[config.mk]
export PLATFORM = sky130hd
export DESIGN_NAME = echo_request_tracker_core
export DESIGN_NICKNAME = d
export VERILOG_FILES = /design/src/design/erq_pkg.sv /design/src/design/erq_ctrl.sv /design/src/design/erq_datapath.sv /design/src/design/echo_request_tracker_core.sv
export SDC_FILE = /design/constraint.sdc
export NUM_CORES = 1
export LEC_CHECK = 0
export BUFFER_PORTS_ARGS = -buffer_cell sky130_fd_sc_hd__buf_2
export CAP_MARGIN = 20
export CORE_ASPECT_RATIO = 1.1
export CORE_MARGIN = 1.5
export CORE_UTILIZATION = 45
export DETAILED_ROUTE_END_ITERATION = 8
export MAX_ROUTING_LAYER = met4
export PLACE_DENSITY = 0.71
export RECOVER_POWER = 25
export SYNTH_ARGS = -nofsm -noshare
export SYNTH_HDL_FRONTEND = slang
export SYNTH_HIERARCHICAL = 1
export SYNTH_SLANG_ARGS = --single-unit
[constraint.sdc]
create_clock -name aclk -period 9.4 [get_ports aclk]
set_clock_uncertainty 0.2 [all_clocks]
set_input_delay 0 -clock aclk [delete_from_list [all_inputs] [get_ports aclk]]
set_output_delay 0 -clock aclk [all_outputs]
set_load 0.01 [all_outputs]
[src/design/erq_pkg.sv]
// shared types and codes for the echo request tracker
package erq_pkg;

    typedef enum logic [1:0] {
        OP_SEND  = 2'd0,
        OP_REPLY = 2'd1,
        OP_CHECK = 2'd2,
        OP_NOP   = 2'd3
    } opcode_t;

    typedef enum logic [2:0] {
        ST_SENT    = 3'd0,
        ST_FULL    = 3'd1,
        ST_MATCHED = 3'd2,
        ST_NOMATCH = 3'd3,
        ST_EXPIRED = 3'd4,
        ST_NONE    = 3'd5
    } status_t;

    typedef enum logic [2:0] {
        S_IDLE,
        S_DISPATCH,
        S_RPL_RD,
        S_RPL_CMP,
        S_CHK_CMP,
        S_SHF_RD,
        S_SHF_WR,
        S_FINISH
    } state_t;

    localparam logic REG_TIMEOUT = 1'b0;
    localparam logic [31:0] TIMEOUT_RESET = 32'd1000;

    localparam int SEQ_W  = 16;
    localparam int TIME_W = 32;

    typedef struct packed {
        logic    capture;
        logic    mem_rd;
        logic    wr_append;
        logic    wr_shift;
        logic    idx_inc;
        logic    cnt_dec;
        logic    res_load;
        status_t res_status;
        logic    out_load;
    } ctrl_cmd_t;

    typedef struct packed {
        opcode_t op;
        logic    full;
        logic    empty;
        logic    scan_end;
        logic    match;
        logic    expired;
    } ctrl_sts_t;

endpackage

[src/design/erq_ctrl.sv]
// sequencer for send, reply search, timeout check and table compaction
module erq_ctrl import erq_pkg::*; (
    input  logic      aclk,
    input  logic      aresetn,
    input  logic      s_tvalid,
    output logic      s_tready,
    input  logic      out_free,
    input  ctrl_sts_t sts,
    output ctrl_cmd_t cmd
);

    state_t state_reg;
    state_t state_next;

    always_ff @(posedge aclk) begin
        if (!aresetn) begin
            state_reg <= S_IDLE;
        end else begin
            state_reg <= state_next;
        end
    end

    always_comb begin
        state_next     = state_reg;
        cmd            = '0;
        cmd.res_status = ST_NONE;
        s_tready       = 1'b0;
        case (state_reg)
            S_IDLE: begin
                s_tready = 1'b1;
                if (s_tvalid) begin
                    cmd.capture = 1'b1;
                    state_next  = S_DISPATCH;
                end
            end
            S_DISPATCH: begin
                case (sts.op)
                    OP_SEND: begin
                        cmd.res_load   = 1'b1;
                        cmd.res_status = sts.full ? ST_FULL : ST_SENT;
                        cmd.wr_append  = !sts.full;
                        state_next     = S_FINISH;
                    end
                    OP_REPLY: begin
                        state_next = S_RPL_RD;
                    end
                    OP_CHECK: begin
                        if (sts.empty) begin
                            cmd.res_load = 1'b1;
                            state_next   = S_FINISH;
                        end else begin
                            cmd.mem_rd = 1'b1;
                            state_next = S_CHK_CMP;
                        end
                    end
                    default: begin
                        cmd.res_load = 1'b1;
                        state_next   = S_FINISH;
                    end
                endcase
            end
            S_RPL_RD: begin
                if (sts.scan_end) begin
                    cmd.res_load   = 1'b1;
                    cmd.res_status = ST_NOMATCH;
                    state_next     = S_FINISH;
                end else begin
                    cmd.mem_rd = 1'b1;
                    state_next = S_RPL_CMP;
                end
            end
            S_RPL_CMP: begin
                cmd.idx_inc = 1'b1;
                if (sts.match) begin
                    cmd.res_load   = 1'b1;
                    cmd.res_status = ST_MATCHED;
                    state_next     = S_SHF_RD;
                end else begin
                    state_next = S_RPL_RD;
                end
            end
            S_CHK_CMP: begin
                cmd.res_load = 1'b1;
                if (sts.expired) begin
                    cmd.res_status = ST_EXPIRED;
                    cmd.idx_inc    = 1'b1;
                    state_next     = S_SHF_RD;
                end else begin
                    state_next = S_FINISH;
                end
            end
            S_SHF_RD: begin
                if (sts.scan_end) begin
                    cmd.cnt_dec = 1'b1;
                    state_next  = S_FINISH;
                end else begin
                    cmd.mem_rd = 1'b1;
                    state_next = S_SHF_WR;
                end
            end
            S_SHF_WR: begin
                // newer entry moves down one place to close the gap
                cmd.wr_shift = 1'b1;
                cmd.idx_inc  = 1'b1;
                state_next   = S_SHF_RD;
            end
            S_FINISH: begin
                if (out_free) begin
                    cmd.out_load = 1'b1;
                    state_next   = S_IDLE;
                end
            end
            default: begin
                state_next = S_IDLE;
            end
        endcase
    end

endmodule

[src/design/erq_datapath.sv]
// entry table memory, counters, comparators and result registers
module erq_datapath import erq_pkg::*; #(
    parameter int TABLE_DEPTH = 16
) (
    input  logic              aclk,
    input  logic              aresetn,
    input  ctrl_cmd_t         cmd,
    input  logic [1:0]        in_opcode,
    input  logic [TIME_W-1:0] in_time_now,
    input  logic [SEQ_W-1:0]  in_reply_seq,
    input  logic [TIME_W-1:0] timeout_ticks,
    output ctrl_sts_t         sts,
    output logic [2:0]        res_status,
    output logic [SEQ_W-1:0]  res_seq,
    output logic [TIME_W-1:0] res_time
);

    localparam int CNT_W = $clog2(TABLE_DEPTH + 1);
    localparam int IDX_W = (TABLE_DEPTH > 1) ? $clog2(TABLE_DEPTH) : 1;
    localparam int ENT_W = SEQ_W + TIME_W;

    logic [ENT_W-1:0] entry_mem [TABLE_DEPTH];

    logic [1:0]        op_reg;
    logic [TIME_W-1:0] now_reg;
    logic [SEQ_W-1:0]  rseq_reg;
    logic [CNT_W-1:0]  cnt_reg;
    logic [CNT_W-1:0]  cnt_next;
    logic [CNT_W-1:0]  idx_reg;
    logic [CNT_W-1:0]  idx_next;
    logic [SEQ_W-1:0]  seq_reg;
    logic [SEQ_W-1:0]  seq_next;
    logic [ENT_W-1:0]  rd_data_reg;
    logic [2:0]        res_status_reg;
    logic [SEQ_W-1:0]  res_seq_reg;
    logic [TIME_W-1:0] res_time_reg;

    logic [CNT_W-1:0]  idx_m1;
    logic [SEQ_W-1:0]  rd_seq;
    logic [TIME_W-1:0] rd_time;
    logic [TIME_W-1:0] elapsed;
    logic              wr_en;
    logic [IDX_W-1:0]  wr_addr;
    logic [ENT_W-1:0]  wr_data;
    logic [SEQ_W-1:0]  sel_seq;
    logic [TIME_W-1:0] sel_time;

    assign seq_next = seq_reg + SEQ_W'(1);
    assign idx_m1   = idx_reg - CNT_W'(1);
    assign rd_seq   = rd_data_reg[ENT_W-1:TIME_W];
    assign rd_time  = rd_data_reg[TIME_W-1:0];
    assign elapsed  = now_reg - rd_time;

    assign wr_en   = cmd.wr_append || cmd.wr_shift;
    assign wr_addr = cmd.wr_append ? cnt_reg[IDX_W-1:0] : idx_m1[IDX_W-1:0];
    assign wr_data = cmd.wr_append ? {seq_next, now_reg} : rd_data_reg;

    always_ff @(posedge aclk) begin
        if (wr_en) begin
            entry_mem[wr_addr] <= wr_data;
        end
        if (cmd.mem_rd) begin
            rd_data_reg <= entry_mem[idx_reg[IDX_W-1:0]];
        end
    end

    always_comb begin
        cnt_next = cnt_reg;
        if (cmd.wr_append) begin
            cnt_next = cnt_reg + CNT_W'(1);
        end else if (cmd.cnt_dec) begin
            cnt_next = cnt_reg - CNT_W'(1);
        end
        idx_next = idx_reg;
        if (cmd.capture) begin
            idx_next = '0;
        end else if (cmd.idx_inc) begin
            idx_next = idx_reg + CNT_W'(1);
        end
    end

    always_ff @(posedge aclk) begin
        if (!aresetn) begin
            cnt_reg <= '0;
            seq_reg <= '0;
            idx_reg <= '0;
        end else begin
            cnt_reg <= cnt_next;
            idx_reg <= idx_next;
            if (cmd.wr_append) begin
                seq_reg <= seq_next;
            end
        end
    end

    always_ff @(posedge aclk) begin
        if (cmd.capture) begin
            op_reg   <= in_opcode;
            now_reg  <= in_time_now;
            rseq_reg <= in_reply_seq;
        end
    end

    always_comb begin
        case (cmd.res_status)
            ST_SENT: begin
                sel_seq  = seq_next;
                sel_time = '0;
            end
            ST_MATCHED: begin
                sel_seq  = rseq_reg;
                sel_time = rd_time;
            end
            ST_EXPIRED: begin
                sel_seq  = rd_seq;
                sel_time = rd_time;
            end
            default: begin
                sel_seq  = '0;
                sel_time = '0;
            end
        endcase
    end

    always_ff @(posedge aclk) begin
        if (cmd.res_load) begin
            res_status_reg <= cmd.res_status;
            res_seq_reg    <= sel_seq;
            res_time_reg   <= sel_time;
        end
    end

    assign sts.op       = opcode_t'(op_reg);
    assign sts.full     = (cnt_reg == CNT_W'(TABLE_DEPTH));
    assign sts.empty    = (cnt_reg == '0);
    assign sts.scan_end = (idx_reg == cnt_reg);
    assign sts.match    = (rd_seq == rseq_reg);
    assign sts.expired  = (elapsed > timeout_ticks);

    assign res_status = res_status_reg;
    assign res_seq    = res_seq_reg;
    assign res_time   = res_time_reg;

endmodule

[src/design/echo_request_tracker_core.sv]
// top level of the echo request tracker: register port, output stage, control and datapath
//
//  channel   ports      direction  contents
//  request   s_*        in         opcode, time_now, reply_seq
//  result    m_*        out        status, seq_out, send_tick
//  config    p*         in/out     timeout_ticks at byte address 0
//
// send, no-op and check on an empty table go from dispatch to the result; reply
// compares each entry searched and, on a match, moves each newer entry down with
// a read and a write; check compares the oldest entry and, when it expires, moves
// the newer entries down the same way. the next request is taken in the cycle after
// the result loads, and the single-port entry table does one access a cycle. reset
// is synchronous and needs no clearing pass. a result waiting in the output register
// does not stop the next request being taken; only the final load waits for it.
module echo_request_tracker_core import erq_pkg::*; #(
    parameter int TABLE_DEPTH = 16
) (
    input  logic        aclk,
    input  logic        aresetn,
    input  logic        s_tvalid,
    output logic        s_tready,
    input  logic [55:0] s_tdata,   // opcode[1:0], time_now[33:2], reply_seq[49:34], zero
    output logic        m_tvalid,
    input  logic        m_tready,
    output logic [55:0] m_tdata,   // status[2:0], seq_out[18:3], send_tick[50:19], zero
    input  logic        psel,
    input  logic        penable,
    input  logic        pwrite,
    input  logic [2:0]  paddr,
    input  logic [31:0] pwdata,
    output logic [31:0] prdata,
    output logic        pready
);

    ctrl_cmd_t         cmd;
    ctrl_sts_t         sts;
    logic              out_free;
    logic [31:0]       timeout_reg;
    logic              m_tvalid_reg;
    logic [55:0]       m_tdata_reg;
    logic [2:0]        res_status;
    logic [SEQ_W-1:0]  res_seq;
    logic [TIME_W-1:0] res_time;

    assign pready = 1'b1;
    assign prdata = (paddr[2] == REG_TIMEOUT) ? timeout_reg : 32'd0;

    always_ff @(posedge aclk) begin
        if (!aresetn) begin
            timeout_reg <= TIMEOUT_RESET;
        end else if (psel && penable && pwrite && pready && paddr[2] == REG_TIMEOUT) begin
            timeout_reg <= pwdata;
        end
    end

    assign out_free = !m_tvalid_reg || m_tready;

    always_ff @(posedge aclk) begin
        if (!aresetn) begin
            m_tvalid_reg <= 1'b0;
        end else if (cmd.out_load) begin
            m_tvalid_reg <= 1'b1;
        end else if (m_tready) begin
            m_tvalid_reg <= 1'b0;
        end
    end

    always_ff @(posedge aclk) begin
        if (cmd.out_load) begin
            m_tdata_reg <= {5'd0, res_time, res_seq, res_status};
        end
    end

    assign m_tvalid = m_tvalid_reg;
    assign m_tdata  = m_tdata_reg;

    erq_ctrl u_ctrl (
        .aclk     (aclk),
        .aresetn  (aresetn),
        .s_tvalid (s_tvalid),
        .s_tready (s_tready),
        .out_free (out_free),
        .sts      (sts),
        .cmd      (cmd)
    );

    erq_datapath #(
        .TABLE_DEPTH (TABLE_DEPTH)
    ) u_datapath (
        .aclk          (aclk),
        .aresetn       (aresetn),
        .cmd           (cmd),
        .in_opcode     (s_tdata[1:0]),
        .in_time_now   (s_tdata[33:2]),
        .in_reply_seq  (s_tdata[49:34]),
        .timeout_ticks (timeout_reg),
        .sts           (sts),
        .res_status    (res_status),
        .res_seq       (res_seq),
        .res_time      (res_time)
    );

`ifndef NO_ASSERTIONS
    a_one_request_at_a_time: assert property (@(posedge aclk) disable iff (!aresetn)
        s_tvalid && s_tready |=> !s_tready)
        else $error("request taken while another is in progress");

    a_load_into_free_output: assert property (@(posedge aclk) disable iff (!aresetn)
        cmd.out_load |-> out_free)
        else $error("result loaded over an untaken result");

    a_append_reports_sent: assert property (@(posedge aclk) disable iff (!aresetn)
        cmd.wr_append |-> cmd.res_load && cmd.res_status == ST_SENT && !sts.full)
        else $error("table append without a sent result");

    a_no_append_and_shift: assert property (@(posedge aclk) disable iff (!aresetn)
        !(cmd.wr_append && cmd.wr_shift))
        else $error("two table writes in one cycle");
`endif

endmodule
-- Word level (Yosys, flattened, before mapping)
Memories as Yosys holds them, arrays and structs flattened. A register that Yosys moved wholly into a read port is not among the register bits.
Index checks and enable logic that the tools add are counted.
- register bits: 214
- memory bits (writable): 768
- input port bits: 98
- memories: 1
- memory list (name ; words ; width ; rd ports ; clocked after Yosys merged registers in ; wr ports ; RTL line ; source):
    u_datapath.entry_mem ; 16 ; 48 ; 1 ; 1 ; 1 ; erq_datapath.sv:22 ; logic [ENT_W-1:0] entry_mem [TABLE_DEPTH];
- add/subtract/negate cells: 6
- magnitude comparators: 1
- equality and inequality tests: 16
- muxes and demuxes: 43
- bitwise gates (word level): 2
- reduce and logical (&&, ||, !) cells: 18
- operator list (operator ; count):
    48-bit 2-to-1 mux ; 1
    16-bit case mux with 3 select lines ; 1
    32-bit greater-than comparator ; 1
    32-bit 2-to-1 mux ; 1
    32-bit subtractor ; 1
    3-bit case mux with 8 select lines ; 1
    1-bit 2-to-1 mux ; 22
    16-bit by 1-bit adder with 16-bit output (second input constant) ; 1
    16-bit equality test ; 1
    4-bit case mux with 4 select lines ; 1
    3-bit equality test (second input constant) ; 5
    3-bit 2-to-1 mux ; 5
    4-bit 2-to-1 mux ; 3
    5-bit by 1-bit adder with 5-bit output (second input constant) ; 2
    5-bit 2-to-1 mux ; 2
    3-bit by 2-bit equality test with 1-bit output (second input constant) ; 3
    2-bit OR reduction ; 4
    3-bit logical NOT ; 2
    1-bit case mux with 2 select lines ; 3
    3-bit case mux with 2 select lines ; 1
    5-bit equality test ; 1
    5-bit equality test (second input constant) ; 1
    5-bit logical NOT ; 1
    5-bit by 1-bit subtractor with 5-bit output (second input constant) ; 1
    other kinds (13) ; 21

-- Depth between registers and ports, before layout
Gate-level depths: netlist of the first run.
- depth after elaboration: 7
- mapped depth: 26
- gate-level depth less buffers: 25

-- Hierarchy
The synthesis of the first run kept the hierarchy.
- modules (own cells, without submodules) (module ; instances ; cells each ; area an instance (sq um)):
    erq_datapath ; 1 ; 2037 ; 38658.3
    echo_request_tracker_core ; 1 ; 238 ; 3179.3
    erq_ctrl ; 1 ; 63 ; 476.7

-- Least setup slack after synthesis of the first run
OpenSTA, ideal clock, no wires.
- path type: reg-to-reg
- start: register u_datapath.idx_reg[1]
- end: register u_datapath.rd_data_reg[0] (read register of u_datapath.entry_mem) (enable)
- setup time: 528 ps
- data arrival time: 5111 ps
- required time: 8672 ps
- setup slack: 3561 ps
- stages on the path, launching flop included: 8
- buffers on the path: 3
- path through: dfxtp_1 clkbuf_1 clkbuf_1 clkbuf_1 xnor2_1 nand3_1 nor3_1 o32ai_1
- RTL lines (item ; RTL line ; source):
    start: declaration ; erq_datapath.sv:29 ; logic [CNT_W-1:0] idx_reg;
    start signal: assignment ; erq_datapath.sv:89 ; idx_reg <= idx_next;
    end: declaration ; erq_datapath.sv:33 ; logic [ENT_W-1:0] rd_data_reg;

==> metrics.yaml, run 1 <==
dp_hpwl_um: 54800
pre_cts_ws_ns: 3.00
synthAdderAreaFrac: 0.0222
avgViaCountPerCell: 5.71
synth_compound_area_frac: 0.0335
synthTopCellsByArea: "edfxtp_1 (69%), mux4_2 (13%), dfxtp_1 (2.9%), ha_1 (2.1%), xnor2_1 (1.3%)"
muxShareOfSynthArea: 0.139
wl_per_cell_um: 24.7
violations: "max-capacitance violations, max-slew violations"
antenna_found_initial: 1
dpl.cell_count: 3718
slowest_stage: "clkbuf_1"
end_kind: "register"
numPortBuffers: 174
tightest_slew_ns: 3.72
yosys.area_share.simple: 0.0490
chipWidth_um: 295
hold-path-endpoint: "m_tdata[9]$_DFFE_PP_"
layout_setup_ws_ns: 2.79
drt-initial-drc-count: 2354
holdCritStartpoint: "u_datapath/res_seq[6]$_DFFE_PP_"
yosys.area.top_type_share: 0.687
die_height_um: 325
finalHoldViolCount: 0
rows: 117
route.detailed.drc: 0
syn_inst: 2338
grt_start_max_net_pins: 91
cpPeakStageDelay_ns: 1.86
power_density_mw_per_mm2: 271
synth_flop_cell: "edfxtp_1"
synth_common_cells: "edfxtp_1 (968), mux4_2 (240), nand2_1 (134)"
required_ns: 9.46
hold_class: "register to register"
yosysSeqAreaShare: 0.716
timing.fmax_ghz: 0.151
synth_enable_flop_cells: 968
power.leakage_nw: 16.2
synthArstFlopShare: 0
grt_overflow: 0
r2r-end: "u_datapath/entry_mem[15][9]$_DFFE_PP_"
h-tree-depth: 3
fin_nets: 2970
grt_usage: 0.219
ir_drop_v: 0.000164
drtPass1Iterations: 5
drive_gt1_frac: 0.196
synth.distinct_cells: 79
finalCriticalPeriod_ns: 6.61
synth_xor_xnor_area_share: 0.0182
grt_setup_unrepaired: "false"
drv_slew: 257
cts_resized: 0
design.core.area_sq_mm: 0.0928
cts_sinks: 1030
vias: 23551
grt_pass1_vias: 24296
start_util: 0.456
critPathLaunchType: "register"
worst_hold_slack_ns: 0.215
crit_chain: "nand2b_1 > nor4b_1 > clkbuf_1 > inv_1 > mux2_2 > nand2_1 > nor2_4 > buf_4"
critPathKind: "register to register"
worstPathMaxFanout: 56
worstPathArrival_ns: 6.67
dieArea_sq_mm: 0.0959
grt_pass1_wl_um: 152000
post-route-period-util: 0.703
tns_ns: 0
synth_area_per_cell_sq_um: 18.1
syn_area_sq_mm: 0.0423
synth_top_family_by_area: "multiplexers"
r2r-start: "u_ctrl/state_reg[0]$_SDFFE_PN0P_"
largest_reg_flops: 768
slew_headroom: -1.48
startpoint: "u_ctrl/state_reg[0]$_SDFFE_PN0P_"
clock_path_buffers: 3
pin_count: 189
yosys_warnings: 6
layoutNonFillerInstCount: 4126
gp_congestion: 0.912
drv_cap: 6
r2r_slack_ns: 2.79
cts_tree: "built"
drt_wl_total_um: 102000
holdPathStages: 0
syn_to_final_growth_pct: 18.6
clk_latency_ns: 0.65
cts_setup_buffers: 0
clk_pin_slew_ns: 0.06
yosys.area.top_type: "edfxtp_1"
setup_viol: 0
synth_most_common_cell: "edfxtp_1"
ant_nets: 0
reg2reg_depth: 8
status: "finished, violations left"
ys_ff_latch: 1030
cts-root-buf: "clkbuf_16"
cts_buffers: 94
per-layer routing:
layer / share of wire / track usage
met1: 0.39 / 0.282
met2: 0.50 / 0.361
met4: 0.029 / 0.0746
met3: 0.080 / 0.0270
met5: 0 / -
how the worst max path moves through the flow:
stage | end | slack [ns]
after floorplan | u_datapath/rd_data_reg[0]$_DFFE_PP_ | 3.56
after global placement | u_datapath/res_time[0]$_SDFFCE_PN0P_ | 3.04
after detailed placement | u_datapath/res_time[6]$_SDFFCE_PN0P_ | 3.00
after CTS | u_datapath/res_time[6]$_SDFFCE_PN0P_ | 2.92
after global routing | u_datapath/entry_mem[15][24]$_DFFE_PP_ | 2.29
final | u_datapath/entry_mem[15][9]$_DFFE_PP_ | 2.79
critical path: cells and delay by family (launching register included):
kind,cells,cell delay [ns]
buf+inv,3,3.83
simple gates,4,1.00
mux,1,0.46
flops,1,0.68
kinds of logic (layout without fill, tap and decap cells):
| kind of cell | after synthesis | after routing |
|---|---|---|
| DFF | 1030 | 1030 |
| other | 2 | 8 |
| adders and majority gates | 74 | 74 |
| muxes | 289 | 289 |
| buffers and inverters | 207 | 740 |
| xor gates and xnor gates | 88 | 88 |
| AOI/OAI and AO/OA | 226 | 226 |
| and+or+nand+nor | 422 | 422 |
cells in the final DEF, fill, tap and decap left out, drive strengths merged, types with 5 or more instances in the layout:
cell         Yosys  final
edfxtp         968    968
mux4           240    240
dlygate4sd3      0    225
clkbuf          66    222
buf             53    140
nand2          134    134
inv             88     93
nor2            89     89
ha              72     72
o21ai           66     66
a21oi           65     65
xnor2           62     62
dfxtp           62     62
nor2b           51     51
mux2i           44     44
nor3            41     41
clkinv           0     38
xor2            26     26
and2            21     21
nand3           19     19
nand4           18     18
a21o            18     18
bufinv           0     12
nand2b          12     12
a31oi           10     10
clkinvlp         0     10
and3            10     10
a21boi           8      8
conb             2      6
o21bai           6      6
a211oi           6      6
o21a             5      5
mux2             5      5
per-stage QoR:
stage / utilization / total power, mW / instance area, sq um
global route: 0.541 / 14.2 / 50200
floorplan: - / 8.58 / 42300
detailed placement: 0.484 / 9.71 / 44900
global placement: 0.483 / 9.57 / 44900
CTS: 0.542 / 13.6 / 50300
finish: 0.541 / 13.6 / 50200
layout make-up:
class                      instances  area (sq um)
clock buffer                     108          2400
fill                            7089         42600
inverter                          88           330
timing repair buffer             479          3600
multi-input combinational       1105         11300
sequential                      1030         30300
clock inverter                    65           677
tap                             1249          1560
antenna                            2          5.00
power breakdown:
part	total (mW)	leakage (nW)	internal, mW	switching [mW]
combinational	3.63	5.49	1.44	2.19
sequential	6.14	9.27	5.93	0.218
clock	3.84	1.48	2.18	1.66
what timing repair did:
item | CTS | global route
hold endpoints to repair | 130 | 0
setup endpoints to repair | 0 | 0
hold buffers | 225 | 0
(Power assumes the default switching activity.)
==> inputs of run 2 (changes only) <==
==> constraint.sdc (replaced) <==
create_clock -name aclk -period 6.79 [get_ports aclk]
set_clock_uncertainty 0.2 [all_clocks]
set_input_delay 0 -clock aclk [delete_from_list [all_inputs] [get_ports aclk]]
set_output_delay 0 -clock aclk [all_outputs]
set_load 0.01 [all_outputs]
==> run 2 against run 1 <==
- the run still ends with max-capacitance violations, max-slew violations left
- core utilization fell by 0.051 points
- clock-buffer cell count rose by 9
- total power rose by 38%
==> metrics.yaml, run 2 (synthesis gave the netlist of run 1 again) <==
status: "finished, violations left"  # unchanged
violations: "max-capacitance violations, max-slew violations"  # unchanged
fin_nets: 2973  # was 2970
pin_count: 189  # unchanged
reg2reg_depth: 26  # was 8
r2r-end: "u_datapath/res_seq[15]$_DFFE_PP_"  # was u_datapath/entry_mem[15][9]$_DFFE_PP_
cts_sinks: 1030  # unchanged
final_cell_mix: "edfxtp_1 (968), mux4_2 (240), dlygate4sd3_1 (227), nand2_1 (134), clkbuf_1 (133)"  # was edfxtp_1 (968), mux4_2 (240), dlygate4sd3_1 (225), nand2_1 (134), clkbuf_1 (128)
drv_cap: 4  # was 6
p_comb_frac: 0.263  # was 0.267
h-tree-depth: 3  # unchanged
start_util: 0.456  # unchanged
clock_path_buffers: 3  # unchanged
antenna_found_initial: 5  # was 1
cts_resized: 0  # unchanged
cp-endpoint: "u_datapath/res_seq[15]$_DFFE_PP_"  # was u_datapath/entry_mem[15][9]$_DFFE_PP_
syn_to_final_growth_pct: 18.5  # was 18.6%
tightest_slew_ns: 3.64  # was 3.72 ns
final_common_cell: "edfxtp_1"  # unchanged
largest_reg_flops: 768  # unchanged
vias: 23485  # was 23551
switchingPower_mw: 5.62  # was 4.07 mW
grt_setup_unrepaired: "false"  # unchanged
grt_pass1_wl_um: 151000  # was 152000 um
hold_class: "primary input to register"  # was register to register
avgViaCountPerCell: 5.69  # was 5.71
drtPass1Iterations: 5  # unchanged
numPortBuffers: 174  # unchanged
drt_wl_total_um: 102000  # about the same
critPathLaunchType: "register"  # unchanged
r2r-start: "u_datapath/now_reg[0]$_DFFE_PP_"  # was u_ctrl/state_reg[0]$_SDFFE_PN0P_
seq_power_share: 0.458  # was 0.451
fillers: 7012  # was 7089
cts_buffers: 93  # was 94
gp_congestion: 0.884  # was 0.912
r2r_slack_ns: 0.36  # was 2.79 ns
clk_latency_ns: 0.68  # was 0.65 ns
required_ns: 7.05  # was 9.46 ns
grt_overflow: 0  # unchanged
drive_gt1_frac: 0.194  # was 0.196
grt_pass1_vias: 24207  # was 24296
drv_slew: 227  # was 257
tns_ns: 0  # unchanged
pre_cts_ws_ns: 0.417  # was 3.00 ns
wl_per_cell_um: 24.7  # about the same
post-route-period-util: 0.948  # was 0.703
p_int_mw: 13.1  # was 9.54 mW
cts-root-buf: "clkbuf_16"  # unchanged
end_kind: "register"  # unchanged
route.detailed.drc: 0  # unchanged
grt_start_max_net_pins: 142  # was 91
ir_drop_v: 0.000291  # was 0.000164 V
finalCriticalPeriod_ns: 6.43  # was 6.61 ns
power.leakage_nw: 16.2  # about the same
clock_power_share: 0.279  # was 0.282
timing.fmax_ghz: 0.155  # was 0.151 GHz
setup_viol: 0  # unchanged
chipWidth_um: 295  # unchanged
rows: 117  # unchanged
critPathKind: "register to register"  # unchanged
finalHoldViolCount: 0  # unchanged
startpoint: "u_datapath/now_reg[0]$_DFFE_PP_"  # was u_ctrl/state_reg[0]$_SDFFE_PN0P_
cts_tree: "built"  # unchanged
grt_usage: 0.220  # was 0.219
switching_share: 0.300  # was 0.299
dp_hpwl_um: 56300  # was 54800 um
power_density_mw_per_mm2: 374  # was 271 mW/mm^2
design.core.area_sq_mm: 0.0928  # unchanged
drt-initial-drc-count: 2499  # was 2354
ant_nets: 0  # unchanged
clk_pin_slew_ns: 0.07  # was 0.06 ns
layout_setup_ws_ns: 0.356  # was 2.79 ns
worstPathMaxFanout: 19  # was 56
die_height_um: 325  # unchanged
dieArea_sq_mm: 0.0959  # unchanged
worstPathArrival_ns: 6.70  # was 6.67 ns
slew_headroom: -1.42  # was -1.48
holdCritStartpoint: "penable"  # was u_datapath/res_seq[6]$_DFFE_PP_
## run 2: changes by cell type in the layout (fill, tap and decap cells not counted), sizes merged
| cell | previous run | this run |
|---|---|---|
| clkinvlp | 10 | 1 |
| buf | 140 | 147 |
| clkinv | 38 | 43 |
| clkbuf | 222 | 226 |
| inv | 93 | 89 |
| bufinv | 12 | 10 |
| dlygate4sd3 | 225 | 227 |
| diode | 2 | 1 |
## run 2: power groups by stage
stage,Clock (mW),Combinational (mW),Sequential [mW]
detailed placement,0,4.80,8.70
finish,5.22,4.93,8.58
CTS,5.31,4.92,8.57
global placement,0,4.66,8.68
floorplan,0,3.38,8.50
global route,5.57,5.37,8.62
## run 2: area by class of cell
class | instances | area (sq um) | share of cell area
Antenna cell | 1 | 2.50 | 0.0000499
Clock buffer | 117 | 2420 | 0.0482
Clock inverter | 55 | 612 | 0.0122
Inverter | 88 | 330 | 0.00659
Multi-Input combinational cell | 1105 | 11300 | 0.225
Sequential cell | 1030 | 30300 | 0.605
Tap cell | 1249 | 1560 | 0.0312
Timing Repair Buffer | 483 | 3600 | 0.0719
## run 2: per-stage QoR
step / util / power, mW / std cells / cell area (sq um) / hold WS, ns
2_1_floorplan: - / 11.9 / 2342 / 42300 / -0.101
3_3_place_gp: 0.484 / 13.3 / 3719 / 44900 / -0.0205
3_5_place_dp: 0.484 / 13.5 / 3721 / 45000 / -0.0219
4_1_cts: 0.542 / 18.8 / 4120 / 50300 / 0.0345
5_1_grt: 0.540 / 19.6 / 4128 / 50100 / 0.107
6_report: 0.540 / 18.7 / 4128 / 50100 / 0.0982
## run 2: what timing repair did
item,4_1_cts,5_1_grt
hold endpoints to repair,131,0
hold buffers,227,0
setup buffers,0,0
## run 2: worst min path at each step
| stage | cells after the start | slack, ns | end |
|---|---|---|---|
| after CTS | 3 | 0.03 | timeout_reg[8]$_SDFFE_PN1P_ |
| after floorplan | 0 | -0.10 | u_datapath/now_reg[0]$_DFFE_PP_ |
| after global routing | 3 | 0.11 | timeout_reg[7]$_SDFFE_PN1P_ |
| final | 3 | 0.1 | timeout_reg[8]$_SDFFE_PN1P_ |
| after global placement | 1 | -0.02 | u_datapath/now_reg[23]$_DFFE_PP_ |
| after detailed placement | 1 | -0.02 | u_datapath/now_reg[26]$_DFFE_PP_ |
## run 2: critical path, stage by stage (launching register included)
cell and delay (ns):
edfxtp_1 0.38, inv_1 0.07, ha_1 0.18, inv_1 0.06
fa_1 0.40, a21o_1 0.21, a311oi_1 0.39, o21ai_1 0.29
o2111ai_1 0.27, nand3_1 0.18, a221oi_2 0.31, xnor2_1 0.13
ha_1 0.29, nand4_1 0.14, nor3_1 0.21, nand4_1 0.15
or3_1 0.34, o221ai_1 0.15, o21ba_2 0.22, a31oi_1 0.27
buf_4 0.16, nor2_1 0.06, a211oi_2 0.39, o21ai_4 0.24
nor4bb_1 0.32, a31oi_1 0.08, o41ai_1 0.12
## run 2: metal layers
layer	vias up	GRT usage	share of wire
met1	12057	0.286	0.39
met3	159	0.0317	0.087
met2	1143	0.358	0.50
li1	10126	-	-
met4	0	0.0671	0.024
met5	-	-	0
